### src/sv/assert_macros.svh
// Assertion helpers shared by the RTL
`ifndef ASSERT_MACROS_SVH
`define ASSERT_MACROS_SVH

`ifndef SYNTHESIS
// Checked property, muted while reset is high
`define ASSERT_RST(lbl, clk, rst, prop) \
  lbl: assert property (@(posedge clk) disable iff (rst) (prop)) \
    else $error("assertion failed");
// Checked property, also checked during reset
`define ASSERT_ALWAYS(lbl, clk, prop) \
  lbl: assert property (@(posedge clk) (prop)) \
    else $error("assertion failed");
`else
`define ASSERT_RST(lbl, clk, rst, prop)
`define ASSERT_ALWAYS(lbl, clk, prop)
`endif

`endif

### src/sv/arpc_pkg.sv
package arpc_pkg;

  // Configuration register indexes
  localparam logic [1:0] REG_HW_TYPE    = 2'd0;
  localparam logic [1:0] REG_PROTO_TYPE = 2'd1;
  localparam logic [1:0] REG_HW_LEN     = 2'd2;
  localparam logic [1:0] REG_PROTO_LEN  = 2'd3;

  // Item kinds
  localparam logic KIND_LEARN  = 1'b0;
  localparam logic KIND_LOOKUP = 1'b1;

  // Valid ARP opcodes
  localparam logic [15:0] OP_REQUEST = 16'd1;
  localparam logic [15:0] OP_REPLY   = 16'd2;

  typedef struct packed {
    logic        kind;
    logic [15:0] hw_type;
    logic [15:0] proto_type;
    logic [7:0]  hw_len;
    logic [7:0]  proto_len;
    logic [15:0] opcode;
    logic [47:0] sender_mac;
    logic [31:0] sender_ip;
    logic [31:0] target_ip;
    logic [31:0] query_ip;
  } arpc_in_t;

  typedef struct packed {
    logic        msg_valid;
    logic        learned;
    logic        table_full_drop;
    logic        hit;
    logic [47:0] mac_out;
    logic [4:0]  entry_count_out;
  } arpc_out_t;

endpackage

### src/sv/arpc_in_if.sv
interface arpc_in_if import arpc_pkg::*; ();
  logic     valid;
  logic     ready;
  arpc_in_t payload;

  modport source (output valid, output payload, input ready);
  modport sink (input valid, input payload, output ready);
endinterface

### src/sv/arpc_out_if.sv
interface arpc_out_if import arpc_pkg::*; ();
  logic      valid;
  logic      ready;
  arpc_out_t payload;

  modport source (output valid, output payload, input ready);
  modport sink (input valid, input payload, output ready);
endinterface

### src/sv/arp_cache_learn_lookup.sv
// ARP neighbor cache: learn from ARP message fields, look up MAC by IP.
// The scan reads the filled entries in order; a matching entry ends the scan
//   early, for a lookup or a learn. One entry is compared per cycle.
// A new item is accepted only in idle, after the last one's result is registered.
// Reset: fill count cleared, config registers set to defaults; entry memories
//   are not cleared, only entries below the count are read.
`include "assert_macros.svh"

module arp_cache_learn_lookup import arpc_pkg::*; #(
  parameter int CACHE_DEPTH = 16
) (
  input  logic        clk,
  input  logic        rst,
  input  logic        cfg_we,
  input  logic [1:0]  cfg_index,
  input  logic [15:0] cfg_data,
  arpc_in_if.sink     req,
  arpc_out_if.source  rsp
);

  localparam int CW = $clog2(CACHE_DEPTH + 1);
  localparam int AW = (CACHE_DEPTH > 1) ? $clog2(CACHE_DEPTH) : 1;
  localparam logic [CW-1:0] DEPTH_C = CW'(CACHE_DEPTH);

  localparam logic [1:0] S_IDLE = 2'd0;
  localparam logic [1:0] S_SCAN = 2'd1;
  localparam logic [1:0] S_FIN  = 2'd2;

  // Config registers
  logic [15:0] expected_hw_type;
  logic [15:0] expected_proto_type;
  logic [7:0]  expected_hw_len;
  logic [7:0]  expected_proto_len;

  always_ff @(posedge clk) begin
    if (rst) begin
      expected_hw_type    <= 16'd1;
      expected_proto_type <= 16'h0800;
      expected_hw_len     <= 8'd6;
      expected_proto_len  <= 8'd4;
    end else if (cfg_we) begin
      case (cfg_index)
        REG_HW_TYPE:    expected_hw_type    <= cfg_data;
        REG_PROTO_TYPE: expected_proto_type <= cfg_data;
        REG_HW_LEN:     expected_hw_len     <= cfg_data[7:0];
        REG_PROTO_LEN:  expected_proto_len  <= cfg_data[7:0];
        default: ;
      endcase
    end
  end

  // Control and item registers
  logic [1:0]    state;
  logic [CW-1:0] fill_count;
  logic [CW-1:0] issue_idx;
  logic          pend;
  logic          found;
  arpc_in_t      item;
  logic          out_valid;
  arpc_out_t     out_data;

  // Entry memories, registered read
  logic [31:0] ip_mem  [CACHE_DEPTH];
  logic [47:0] mac_mem [CACHE_DEPTH];
  logic [31:0] rd_ip;
  logic [47:0] rd_mac;
  logic        rd_en;
  logic        mem_we;

  logic        accept;
  logic        out_free;
  logic [31:0] key_ip;
  logic        match;
  logic        scan_end;
  logic        msg_ok;
  logic        is_learn;
  logic        room;
  arpc_out_t   result;

  // Hit MAC captured during the scan
  logic [47:0] out_data_mac_hold;

  assign accept   = req.valid && req.ready;
  assign out_free = !out_valid || rsp.ready;
  assign req.ready = (state == S_IDLE);
  assign rsp.valid   = out_valid;
  assign rsp.payload = out_data;

  assign key_ip   = (item.kind == KIND_LOOKUP) ? item.query_ip : item.sender_ip;
  assign rd_en    = (state == S_SCAN) && !found && (issue_idx < fill_count);
  assign match    = pend && (rd_ip == key_ip) && (rd_mac != 48'd0);
  assign scan_end = (state == S_SCAN) && (match || (!pend && !rd_en));

  // Message validity checks
  assign msg_ok = (item.hw_type == expected_hw_type)
               && (item.proto_type == expected_proto_type)
               && (item.hw_len == expected_hw_len)
               && (item.proto_len == expected_proto_len)
               && (item.opcode == OP_REQUEST || item.opcode == OP_REPLY)
               && (item.sender_mac != 48'd0)
               && (item.sender_ip != 32'd0)
               && (item.target_ip != 32'd0);

  assign is_learn = (item.kind == KIND_LEARN);
  assign room     = (fill_count < DEPTH_C);
  assign mem_we   = (state == S_FIN) && out_free && is_learn && msg_ok && !found && room;

  // Result assembly
  always_comb begin
    result                 = '0;
    result.msg_valid       = is_learn && msg_ok;
    result.learned         = mem_we;
    result.table_full_drop = is_learn && msg_ok && !found && !room;
    result.hit             = !is_learn && found;
    result.mac_out         = (!is_learn && found) ? out_data_mac_hold : 48'd0;
    result.entry_count_out = 5'(fill_count + CW'(mem_we));
  end

  always_ff @(posedge clk) begin
    if (rd_en) begin
      rd_ip  <= ip_mem[issue_idx[AW-1:0]];
      rd_mac <= mac_mem[issue_idx[AW-1:0]];
    end
    if (mem_we) begin
      ip_mem[fill_count[AW-1:0]]  <= item.sender_ip;
      mac_mem[fill_count[AW-1:0]] <= item.sender_mac;
    end
  end

  // Sequencer: scan entries one per cycle, then finish, writing back a newly learned entry
  always_ff @(posedge clk) begin
    if (rst) begin
      state      <= S_IDLE;
      fill_count <= '0;
      issue_idx  <= '0;
      pend       <= 1'b0;
      found      <= 1'b0;
      out_valid  <= 1'b0;
    end else begin
      if (out_valid && rsp.ready && !(state == S_FIN && out_free)) begin
        out_valid <= 1'b0;
      end
      case (state)
        S_IDLE: begin
          if (accept) begin
            state     <= S_SCAN;
            issue_idx <= '0;
            pend      <= 1'b0;
            found     <= 1'b0;
          end
        end
        S_SCAN: begin
          pend <= rd_en && !scan_end;
          if (rd_en) begin
            issue_idx <= issue_idx + CW'(1);
          end
          if (match) begin
            found <= 1'b1;
          end
          if (scan_end) begin
            state <= S_FIN;
          end
        end
        S_FIN: begin
          if (out_free) begin
            out_valid <= 1'b1;
            state     <= S_IDLE;
            if (mem_we) begin
              fill_count <= fill_count + CW'(1);
            end
          end
        end
        default: state <= S_IDLE;
      endcase
    end
  end

  // Payload registers
  always_ff @(posedge clk) begin
    if (accept) begin
      item <= req.payload;
    end
    if (match) begin
      out_data_mac_hold <= rd_mac;
    end
    if (state == S_FIN && out_free) begin
      out_data <= result;
    end
  end

  `ASSERT_ALWAYS(a_reset_idle, clk, rst |=> (state == S_IDLE && !out_valid))
  `ASSERT_RST(a_fill_bound, clk, rst, fill_count <= DEPTH_C)
  `ASSERT_RST(a_we_room, clk, rst, mem_we |-> (fill_count < DEPTH_C))
  `ASSERT_RST(a_fill_step, clk, rst, mem_we |=> (fill_count == CW'($past(fill_count) + CW'(1))))
  `ASSERT_RST(a_learn_flags, clk, rst,
    (out_valid && out_data.learned) |-> (out_data.msg_valid && !out_data.hit))
  `ASSERT_RST(a_no_read_in_fin, clk, rst, (state == S_FIN) |-> !rd_en)

endmodule

### src/flat_wrapper.sv
// flat-port wrapper written by rule: the top's interface ports become plain ports
module arp_cache_learn_lookup_flat import arpc_pkg::*;
#(
  parameter int CACHE_DEPTH = 16
)
  (clk, rst, cfg_we, cfg_index, cfg_data, req_valid, req_payload, req_ready, rsp_valid, rsp_payload, rsp_ready);
  arpc_in_if req_i ();
  arpc_out_if rsp_i ();
  input  logic clk;
  input  logic rst;
  input  logic cfg_we;
  input  logic [1:0] cfg_index;
  input  logic [15:0] cfg_data;
  input wire logic [$bits(req_i.valid)-1:0] req_valid;
  input wire logic [$bits(req_i.payload)-1:0] req_payload;
  output wire logic [$bits(req_i.ready)-1:0] req_ready;
  output wire logic [$bits(rsp_i.valid)-1:0] rsp_valid;
  output wire logic [$bits(rsp_i.payload)-1:0] rsp_payload;
  input wire logic [$bits(rsp_i.ready)-1:0] rsp_ready;
  assign req_i.valid = req_valid;
  assign req_i.payload = req_payload;
  assign req_ready = req_i.ready;
  assign rsp_valid = rsp_i.valid;
  assign rsp_payload = rsp_i.payload;
  assign rsp_i.ready = rsp_ready;
  arp_cache_learn_lookup #(.CACHE_DEPTH(CACHE_DEPTH)) u_core (.clk(clk), .rst(rst), .cfg_we(cfg_we), .cfg_index(cfg_index), .cfg_data(cfg_data), .req(req_i), .rsp(rsp_i));
endmodule
### config.mk
export PLATFORM = sky130hd
export DESIGN_NAME = arp_cache_learn_lookup_flat
export DESIGN_NICKNAME = d
export VERILOG_FILES = /design/src/sv/arpc_pkg.sv /design/src/sv/arpc_in_if.sv /design/src/sv/arpc_out_if.sv /design/src/sv/arp_cache_learn_lookup.sv /design/src/flat_wrapper.sv
export VERILOG_INCLUDE_DIRS = /design/src /design/src/sv
export SDC_FILE = /design/constraint.sdc
export NUM_CORES = 1
export LEC_CHECK = 0
export BUFFER_PORTS_ARGS = -buffer_cell sky130_fd_sc_hd__buf_2
export CAP_MARGIN = 20
export CORE_MARGIN = 5
export CORE_UTILIZATION = 50
export DETAILED_ROUTE_END_ITERATION = 8
export GPL_TIMING_DRIVEN = 0
export PLACE_DENSITY = 0.68
export SLEW_MARGIN = 10
export SYNTH_ARGS = -nofsm -noshare
export SYNTH_HDL_FRONTEND = slang
export SYNTH_SLANG_ARGS = --single-unit
### constraint.sdc
create_clock -name clk -period 12.6 [get_ports clk]
set_clock_uncertainty 0.05 [all_clocks]
set_input_delay 1.26 -clock clk [delete_from_list [all_inputs] [get_ports clk]]
set_output_delay 1.26 -clock clk [all_outputs]
set_load 0.02 [all_outputs]
# --- After elaboration in Yosys (flattened, before gate mapping) ---
# Memory sizes are Yosys's and may differ from the RTL's. A register that Yosys moved wholly into a read port is not among the register bits.
# Cells that the tools add are included.
totals:
  ramBits: 1280
  out_inout_bits: 59
  mem_count: 2
  reg_bits: 377
classes:
  n_lt_le_gt_ge: 2
  n_bitwise: 1
  n_addsub: 3
  eq_ne: 17
  n_reduce_logical: 52
  muxes: 17
mem_list:
  columns: ["name", "depth", "width", "rd", "rd_ports_with_merged_regs", "wr", "line", "rtl"]
  rows:
  - ["u_core.mac_mem", 16, 48, 1, 1, 1, "arp_cache_learn_lookup.sv:64", "logic [47:0] mac_mem [CACHE_DEPTH];"]
  - ["u_core.ip_mem", 16, 32, 1, 1, 1, "arp_cache_learn_lookup.sv:63", "logic [31:0] ip_mem [CACHE_DEPTH];"]
ops:
  columns: ["op", "count"]
  rows:
  - ["nonzero test 48 bit", 2]
  - ["nonzero test 32 bit", 2]
  - ["equality test 16 bit", 2]
  - ["equality test 32 bit", 1]
  - ["2-to-1 mux 32 bit", 1]
  - ["logical AND 1 bit", 26]
  - ["equality test 16 x 1 -> 1 bit (second input constant)", 1]
  - ["equality test 16 x 2 -> 1 bit (second input constant)", 1]
  - ["equality test 8 bit", 2]
  - ["AND reduction 3 bit", 4]
  - ["adder 5 x 1 -> 5 bit (second input constant)", 2]
  - ["2-to-1 mux 5 bit", 2]
  - ["one-hot mux 5 bit (2 select lines)", 1]
  - ["AND reduction 2 bit", 5]
  - ["!= test 2 x 1 -> 1 bit (second input constant)", 4]
  - ["zero test 1 bit", 7]
  - ["2-to-1 mux 1 bit", 7]
  - ["equality test 2 bit (second input constant)", 3]
  - ["2-to-1 mux 2 bit", 3]
  - ["one-hot mux 2 bit (3 select lines)", 1]
  - ["adder 5 x 1 -> 5 bit", 1]
  - ["< comparator 5 bit", 1]
  - ["< comparator 5 bit (second input constant)", 1]
  - ["equality test 2 x 1 -> 1 bit (second input constant)", 2]
  - ["6 further kinds", 10]

# --- Depth between registers and ports, before layout ---
# Gate-level depths: netlist of run 1.
logic_depth:
  word_depth: 13
  mapped_depth: 12
  mapped_depth_nobuf: 10

# --- Worst setup path before layout of run 1 ---
# No wires, ideal clock.
synth_path:
  path_type: "in2reg"
  startpoint: "input rsp_ready"
  endpoint: "memory u_core.ip_mem[0][0] (enable)"
  path_stages: 5
  setup_time_ps: 718
  path_slack_ps: -459
  arrival_time_ps: 12291
  path_cell_list: "nand2b_1 > nor2b_1 > and2_1 > nand4b_1 > nor4_1"
synth_via:
  elab_chain_len: 8
synth_rtl:
  columns: ["element", "line", "rtl"]
  rows:
  - ["from (decl)", "flat_wrapper.sv:19", "input wire logic [$bits(rsp_i.ready)-1:0] rsp_ready;"]
  - ["logical OR 1 bit", "arp_cache_learn_lookup.sv:84", "assign out_free = !out_valid || rsp.ready;"]
  - ["logical AND 1 bit (5 in series)", "arp_cache_learn_lookup.sv:106", "assign mem_we = (state == S_FIN) && out_free && is_learn && msg_ok && !found && room;"]
  - ["2-to-1 mux 1 bit", "arp_cache_learn_lookup.sv:124", "if (mem_we) begin"]
  - ["2-to-1 mux 1 bit (not written as such)", "arp_cache_learn_lookup.sv:125", "ip_mem[fill_count[AW-1:0]] <= item.sender_ip;"]
  - ["to (decl)", "arp_cache_learn_lookup.sv:63", null]
# No other way between the ends.

# --- Final worst setup path of run 1 ---
layout_path:
  startpoint: "register u_core.item[134] in the netlist's numbering"
  endpoint: "memory u_core.mac_mem[2][26] (enable)"
layout_via:
  elab_chain_len: 9
layout_rtl:
  columns: ["element", "line", "rtl"]
  rows:
  - ["from (decl)", "arp_cache_learn_lookup.sv:58", "arpc_in_t item;"]
  - ["from (signal assigned)", "arp_cache_learn_lookup.sv:181", "item <= req.payload;"]
  - ["nonzero test 48 bit", "arp_cache_learn_lookup.sv:100", "&& (item.sender_mac != 48'd0)"]
  - ["logical AND 1 bit", "arp_cache_learn_lookup.sv:100", null]
  - ["logical AND 1 bit", "arp_cache_learn_lookup.sv:101", "&& (item.sender_ip != 32'd0)"]
  - ["logical AND 1 bit", "arp_cache_learn_lookup.sv:102", "&& (item.target_ip != 32'd0);"]
  - ["logical AND 1 bit (3 in series)", "arp_cache_learn_lookup.sv:106", null]
  - ["2-to-1 mux 1 bit", "arp_cache_learn_lookup.sv:124", null]
  - ["2-to-1 mux 1 bit (not written as such)", "arp_cache_learn_lookup.sv:126", "mac_mem[fill_count[AW-1:0]] <= item.sender_mac;"]
  - ["to (decl)", "arp_cache_learn_lookup.sv:64", null]
# No other way between the ends.

==> results.ini, run 1 <==
[floorplanning]
start_util_pct=50.1
io_pins=291
placementRows=132
die_w_um=370
core_um2=129000
die_area_um2=137000
dieHeight_um=370

[min_path]
hp-class=flip-flop to flip-flop
hp-start=u_core.rd_mac[27]$_DFFE_PP_
hold_end=u_core.out_data_mac_hold[27]$_DFFE_PP_
min_path_cells=0

[yosys]
synth_edf_count=1674
syn-num-nets=3067
ys.flop_type=edfxtp_1
netlist_area_um2=64600
ys_seq_elements=1737
yosysSeqAreaShare_pct=79.7
syn_inst=2824
ys_types=50
yosysWarningCount=0
avgSynthCellArea_um2=22.9
async_flop_share_pct=0

[route]
viasPerCell=5.99
antenna_left=0
drc=0
wl_mm=165
first_iter_violations=4121
vias=32527
firstDrtPassIters=5
wl_per_cell_um=30.3

[clock_network]
numCtsBuffers=174
cts-htree-levels=4
cts_resized=0
cts.sinks=1737
clkTransAtPathRegs_ns=0.07
clockBufferDepth=3
cts_tree=done
cts_hold_buf=0
post_cts_buffers=0
clk_latency_ns=0.78
cts-root-buf=clkbuf_16

[finish]
fin_nets=3786
multi_input_area_um2=12600
final_cell_mix=edfxtp_1 (1,674), mux4_2 (400), buf_2 (322), clkbuf_16 (184), buf_4 (172)
fillCellCount=9084
drive_gt1_share_pct=33.8
area_delta_synth_final_pct=18.1
layout_commonest_cell=edfxtp_1
seq_area_um2=51500

[global_route]
overflow=0
grt_start_max_net_pins=74
grt_pass1_vias=32622
grt_usage_pct=24.2
grt_pass1_wl_mm=235
antenna_found_initial=11

[timing]
setup_viol=0
report.final.slew_viol_count=0
finalCritPeriodShare_pct=41.7
tightestPinTransition_ns=1.12
slew_headroom_pct=25.0
hold_violations=0
fmax_mhz=190
period_needed_ns=5.26
grt_setup_unrepaired=no
fin_ws_ns=7.34

[flow_run]
maxCapViolCount=0

[outcome]
status=completed

[worst_setup_path]
worstReg2RegEnd=u_core.mac_mem[2][26]$_DFFE_PP_
critPathKind=flip-flop to flip-flop
r2r_cells=14
critical_path.max_fanout=17
path_cells=nor4_1, nand4_1, nor3_2, nor4_1, nand4b_1, nor4_2, buf_6, buf_4, buf_4, buf_4, buf_4, buf_6, buf_2, buf_2
crit_path_top_delay_cell=edfxtp_1
r2r_slack_ns=7.34
slowest_delay_ns=0.80
crit_top_cell=buf_4
required_ns=13.02
worstPathArrival_ns=5.68
critPathLaunchType=flip-flop
critPathCaptureType=flip-flop
reg2reg_from=u_core.item[134]$_DFFE_PP_

[place]
gp_congestion=0.841
portBuffers=288
dp_hpwl_mm=113
place_ws_ns=7.22

[pwr]
p_leak_uw=0.0247
power.total_uw=11900
peakVddDrop_uv=117
powerDensity_nw_per_um2=156

## state kept, by name, indices dropped and copies added (netlist names), 5 cells and up
| register | flops |
|---|---|
| u_core.mac_mem | 768 |
| u_core.ip_mem | 512 |
| u_core.item | 209 |
| u_core.rsp.payload | 57 |
| u_core.out_data_mac_hold | 48 |
| u_core.rd_mac | 48 |
| u_core.rd_ip | 32 |
| u_core.expected_hw_type | 16 |
| u_core.expected_proto_type | 16 |
| u_core.expected_hw_len | 8 |
| u_core.expected_proto_len | 8 |
| u_core.fill_count | 5 |
| u_core.issue_idx | 5 |
## area by class of cell
class                           count  share of cell area (%)
Inverter                           19                   0.103
Buffer                            124                   0.680
Sequential cell                  1737                    67.5
Clock inverter                     84                    1.01
Tap cell                         1742                    2.85
Multi-Input combinational cell    944                    16.5
Clock buffer                      234                    6.34
Timing Repair Buffer              543                    4.95
Antenna cell                        7                  0.0229
## synthesized netlist by cell type (25+ instances only)
library cell,count,share of area [%]
a21oi_1,46,0.36
and3_1,50,0.48
buf_2,28,0.22
clkbuf_1,85,0.49
dfxtp_1,63,2.0
edfxtp_1,1674,78
mux2i_1,34,0.53
mux4_2,400,14
nand2_1,108,0.63
nor3_1,25,0.19
nor4_1,79,0.76
xnor2_1,33,0.45
xor2_1,54,0.73
## cells by family after synthesis
kind of cell,Yosys count,share of synthesized area [%]
DFF,1737,79.7
muxes,437,14.5
xor gates and xnor gates,87,1.18
buffers and inverters,143,0.914
AOI/OAI and AO/OA,61,0.527
and+or+nand+nor,348,2.93
adders and majority gates,11,0.213
## where the power goes
part	switching, µW	internal (µW)	total, µW
Sequential	102	6400	6510
Clock	2130	2980	5100
Combinational	160	117	277
## worst max path at each step
stage / from / end / depth (start not counted)
finish: u_core.item[134]$_DFFE_PP_ / u_core.mac_mem[2][26]$_DFFE_PP_ / 14
global route: u_core.item[176]$_DFFE_PP_ / u_core.mac_mem[2][24]$_DFFE_PP_ / 14
CTS: u_core.item[134]$_DFFE_PP_ / u_core.mac_mem[2][26]$_DFFE_PP_ / 14
detailed placement: rsp_ready / u_core.mac_mem[2][26]$_DFFE_PP_ / 15
global placement: rsp_ready / u_core.mac_mem[0][34]$_DFFE_PP_ / 6
floorplan: rsp_ready / u_core.ip_mem[0][0]$_DFFE_PP_ / 5
## routing by layer
| layer | vias to the layer above | part of all wire (%) | GRT usage [%] |
|---|---|---|---|
| met5 | - | 0.025 | 0 |
| met4 | 6 | 2.9 | 7.31 |
| met3 | 275 | 11 | 6.39 |
| met2 | 1862 | 48 | 38.0 |
| met1 | 17015 | 39 | 33.8 |
| li1 | 13369 | - | - |
## stage by stage
stage          util (%)  hold slack [ns]  instances  instance area, µm²  setup TNS [ns]
6_report           59.2            0.404       5434               76300               0
5_1_grt            59.2            0.404       5433               76300               0
4_1_cts            59.1            0.389       5416               76200               0
3_5_place_dp       54.7            0.388       5098               70600               0
3_3_place_gp       52.9            0.383       4854               68300               -
2_1_floorplan         -            0.377       2824               64600         -146.84
## critical path, delay by kind of cell, from the launching register on
kind / cells / cell delay, ns
simple gates: 6 / 2.58
buf+inv: 8 / 1.49
flops: 1 / 0.80
No activity file was read; power rests on OpenSTA's default activity.
==> inputs of run 2 (changes only) <==
- PLACE_DENSITY: 0.68 -> 0.65
- clock period: 12.6 -> 4.9 ns (I/O delays scaled with it)
==> run 2 against run 1 <==
Net effect:
- routed wire length grew 2.8%
- first-iteration DRC count shrank 18%
- final cell count grew 2.4%
- design area grew 3.2%
- total power grew to 2.6 times the previous value
- setup slack lost 7.3 ns
- sequential share of layout area shrank 2.1 points
- largest cell class unchanged
- sequential power grew to 2.6 times the previous value
==> results.ini, run 2 (synthesized netlist as in run 1, its figures left out) <==
[outcome]
status=completed

[worst_setup_path]
r2r_cells=14
crit_top_cell=buf_6
required_ns=5.38
critPathLaunch=u_core.item[126]$_DFFE_PP_
critical_path.max_fanout=17
reg2reg_from=u_core.item[126]$_DFFE_PP_
worstReg2RegEnd=u_core.mac_mem[0][32]$_DFFE_PP_
crit_path_top_delay_cell=nor3_2
critPathLaunchType=flip-flop
critPathCaptureType=flip-flop
path_cells=nor4_1, nand4_1, nor3_2, nor4_1, nand4b_1, buf_4, buf_4, nor4_4, buf_6, buf_6, buf_6, buf_8, buf_6, buf_6
worstPathArrival_ns=5.29
critPathKind=flip-flop to flip-flop
r2r_slack_ns=0.08
slowest_delay_ns=0.77

[place]
gp_congestion=0.867
dp_hpwl_mm=113
portBuffers=288
place_ws_ns=-0.805

[clock_network]
numCtsBuffers=172
cts_tree=done
cts-htree-levels=4
clockBufferDepth=3
cts-root-buf=clkbuf_16
clk_latency_ns=0.79
clkTransAtPathRegs_ns=0.06
cts.sinks=1737
cts_resized=0

[timing]
fin_ws_ns=0.0849
fin_tns_setup_ns=0
grt_setup_unrepaired=no
report.final.slew_viol_count=0
tightestPinTransition_ns=1.20
hold_violations=0
period_needed_ns=4.82
fmax_mhz=208
slew_headroom_pct=19.3
finalCritPeriodShare_pct=98.3
hold_slack_ns=0.132
setup_viol=0

[pwr]
powerDensity_nw_per_um2=385
p_leak_uw=0.0256
peakVddDrop_uv=335
power.total_uw=30400

[finish]
seq_area_um2=51500
final_cell_mix=edfxtp_1 (1,674), mux4_2 (400), buf_2 (316), dlygate4sd3_1 (226), clkbuf_16 (175)
drive_gt1_share_pct=30.5
largest_reg_flops=768
area_delta_synth_final_pct=21.9
fin_nets=3919
final_core_util_pct=61.1
fillCellCount=8900
layout_commonest_cell=edfxtp_1
multi_input_area_um2=12800

[min_path]
hold_end=u_core.expected_hw_type[4]$_SDFFE_PP0P_
hp-class=primary input to flip-flop
min_path_cells=4
hp-start=cfg_index[1]

[floorplanning]
dieHeight_um=370
placementRows=132
start_util_pct=50.1
core_um2=129000
io_pins=291
die_w_um=370
die_area_um2=137000

[global_route]
grt_pass1_vias=34332
grt_start_max_net_pins=104
grt_pass1_wl_mm=241
grt_usage_pct=24.8
overflow=0
antenna_found_initial=9

[route]
vias=32764
first_iter_violations=3391
antenna_left=0
wl_mm=169
firstDrtPassIters=5
wl_per_cell_um=30.4
viasPerCell=5.89
drc=0

[flow_run]
maxCapViolCount=0

run 2: cell types whose count changed in the layout (fill, tap and decap cells not counted), sizes merged:
cell | before | now
buf | 581 | 491
bufinv | 14 | 12
clkbuf | 320 | 305
clkinv | 62 | 71
clkinvlp | 4 | 5
diode | 7 | 2
dlygate4sd3 | 0 | 226
inv | 23 | 27
run 2: per-layer routing:
metal,GRT usage (%),wire [µm]
met2,42.8,87200
met1,32.6,64700
met3,4.81,12500
met5,0,0
met4,7.33,4800
run 2: final cells by class:
cell class / count / share of cell area [%]
Multi-Input combinational cell: 944 / 16.2
Inverter: 19 / 0.100
Clock buffer: 220 / 5.83
Timing Repair Buffer: 678 / 7.95
Clock inverter: 96 / 1.13
Sequential cell: 1737 / 65.4
Tap cell: 1742 / 2.77
Buffer: 124 / 0.659
Antenna cell: 2 / 0.00635
run 2: how the worst max path moves through the flow:
stage	to	slack, ns	depth (start not counted)
floorplan	u_core.ip_mem[0][0]$_DFFE_PP_	-0.80	5
global placement	u_core.mac_mem[0][25]$_DFFE_PP_	-5.39	6
detailed placement	u_core.mac_mem[0][32]$_DFFE_PP_	-0.80	12
CTS	u_core.mac_mem[0][32]$_DFFE_PP_	0.14	14
global route	u_core.mac_mem[0][32]$_DFFE_PP_	0.07	14
finish	u_core.mac_mem[0][32]$_DFFE_PP_	0.08	14
run 2: stage by stage:
stage	area, µm²	cells
floorplan	64800	2824
global placement	68500	4854
detailed placement	70900	5003
CTS	78700	5551
global route	78800	5562
finish	78800	5562
run 2: repair_timing:
action / 4_1_cts / 5_1_grt
setup buffers: 6 / 0
hold endpoints to repair: 258 / 0
hold buffers: 226 / 0
endpoints found under the setup margin: 783 / 0
run 2: worst max-delay path, delay by kind of cell (launching register included):
kind	cells	cell delay, ns
and+or+nand+nor	6	2.45
buffers and inverters	8	1.39
DFF	1	0.63
run 2: where the power goes:
part	internal (µW)	leakage [µW]	switching [µW]
sequential	16500	0.0157	266
combinational	415	0.00718	443
clock	7300	0.00268	5490
total	24200	0.0256	6200
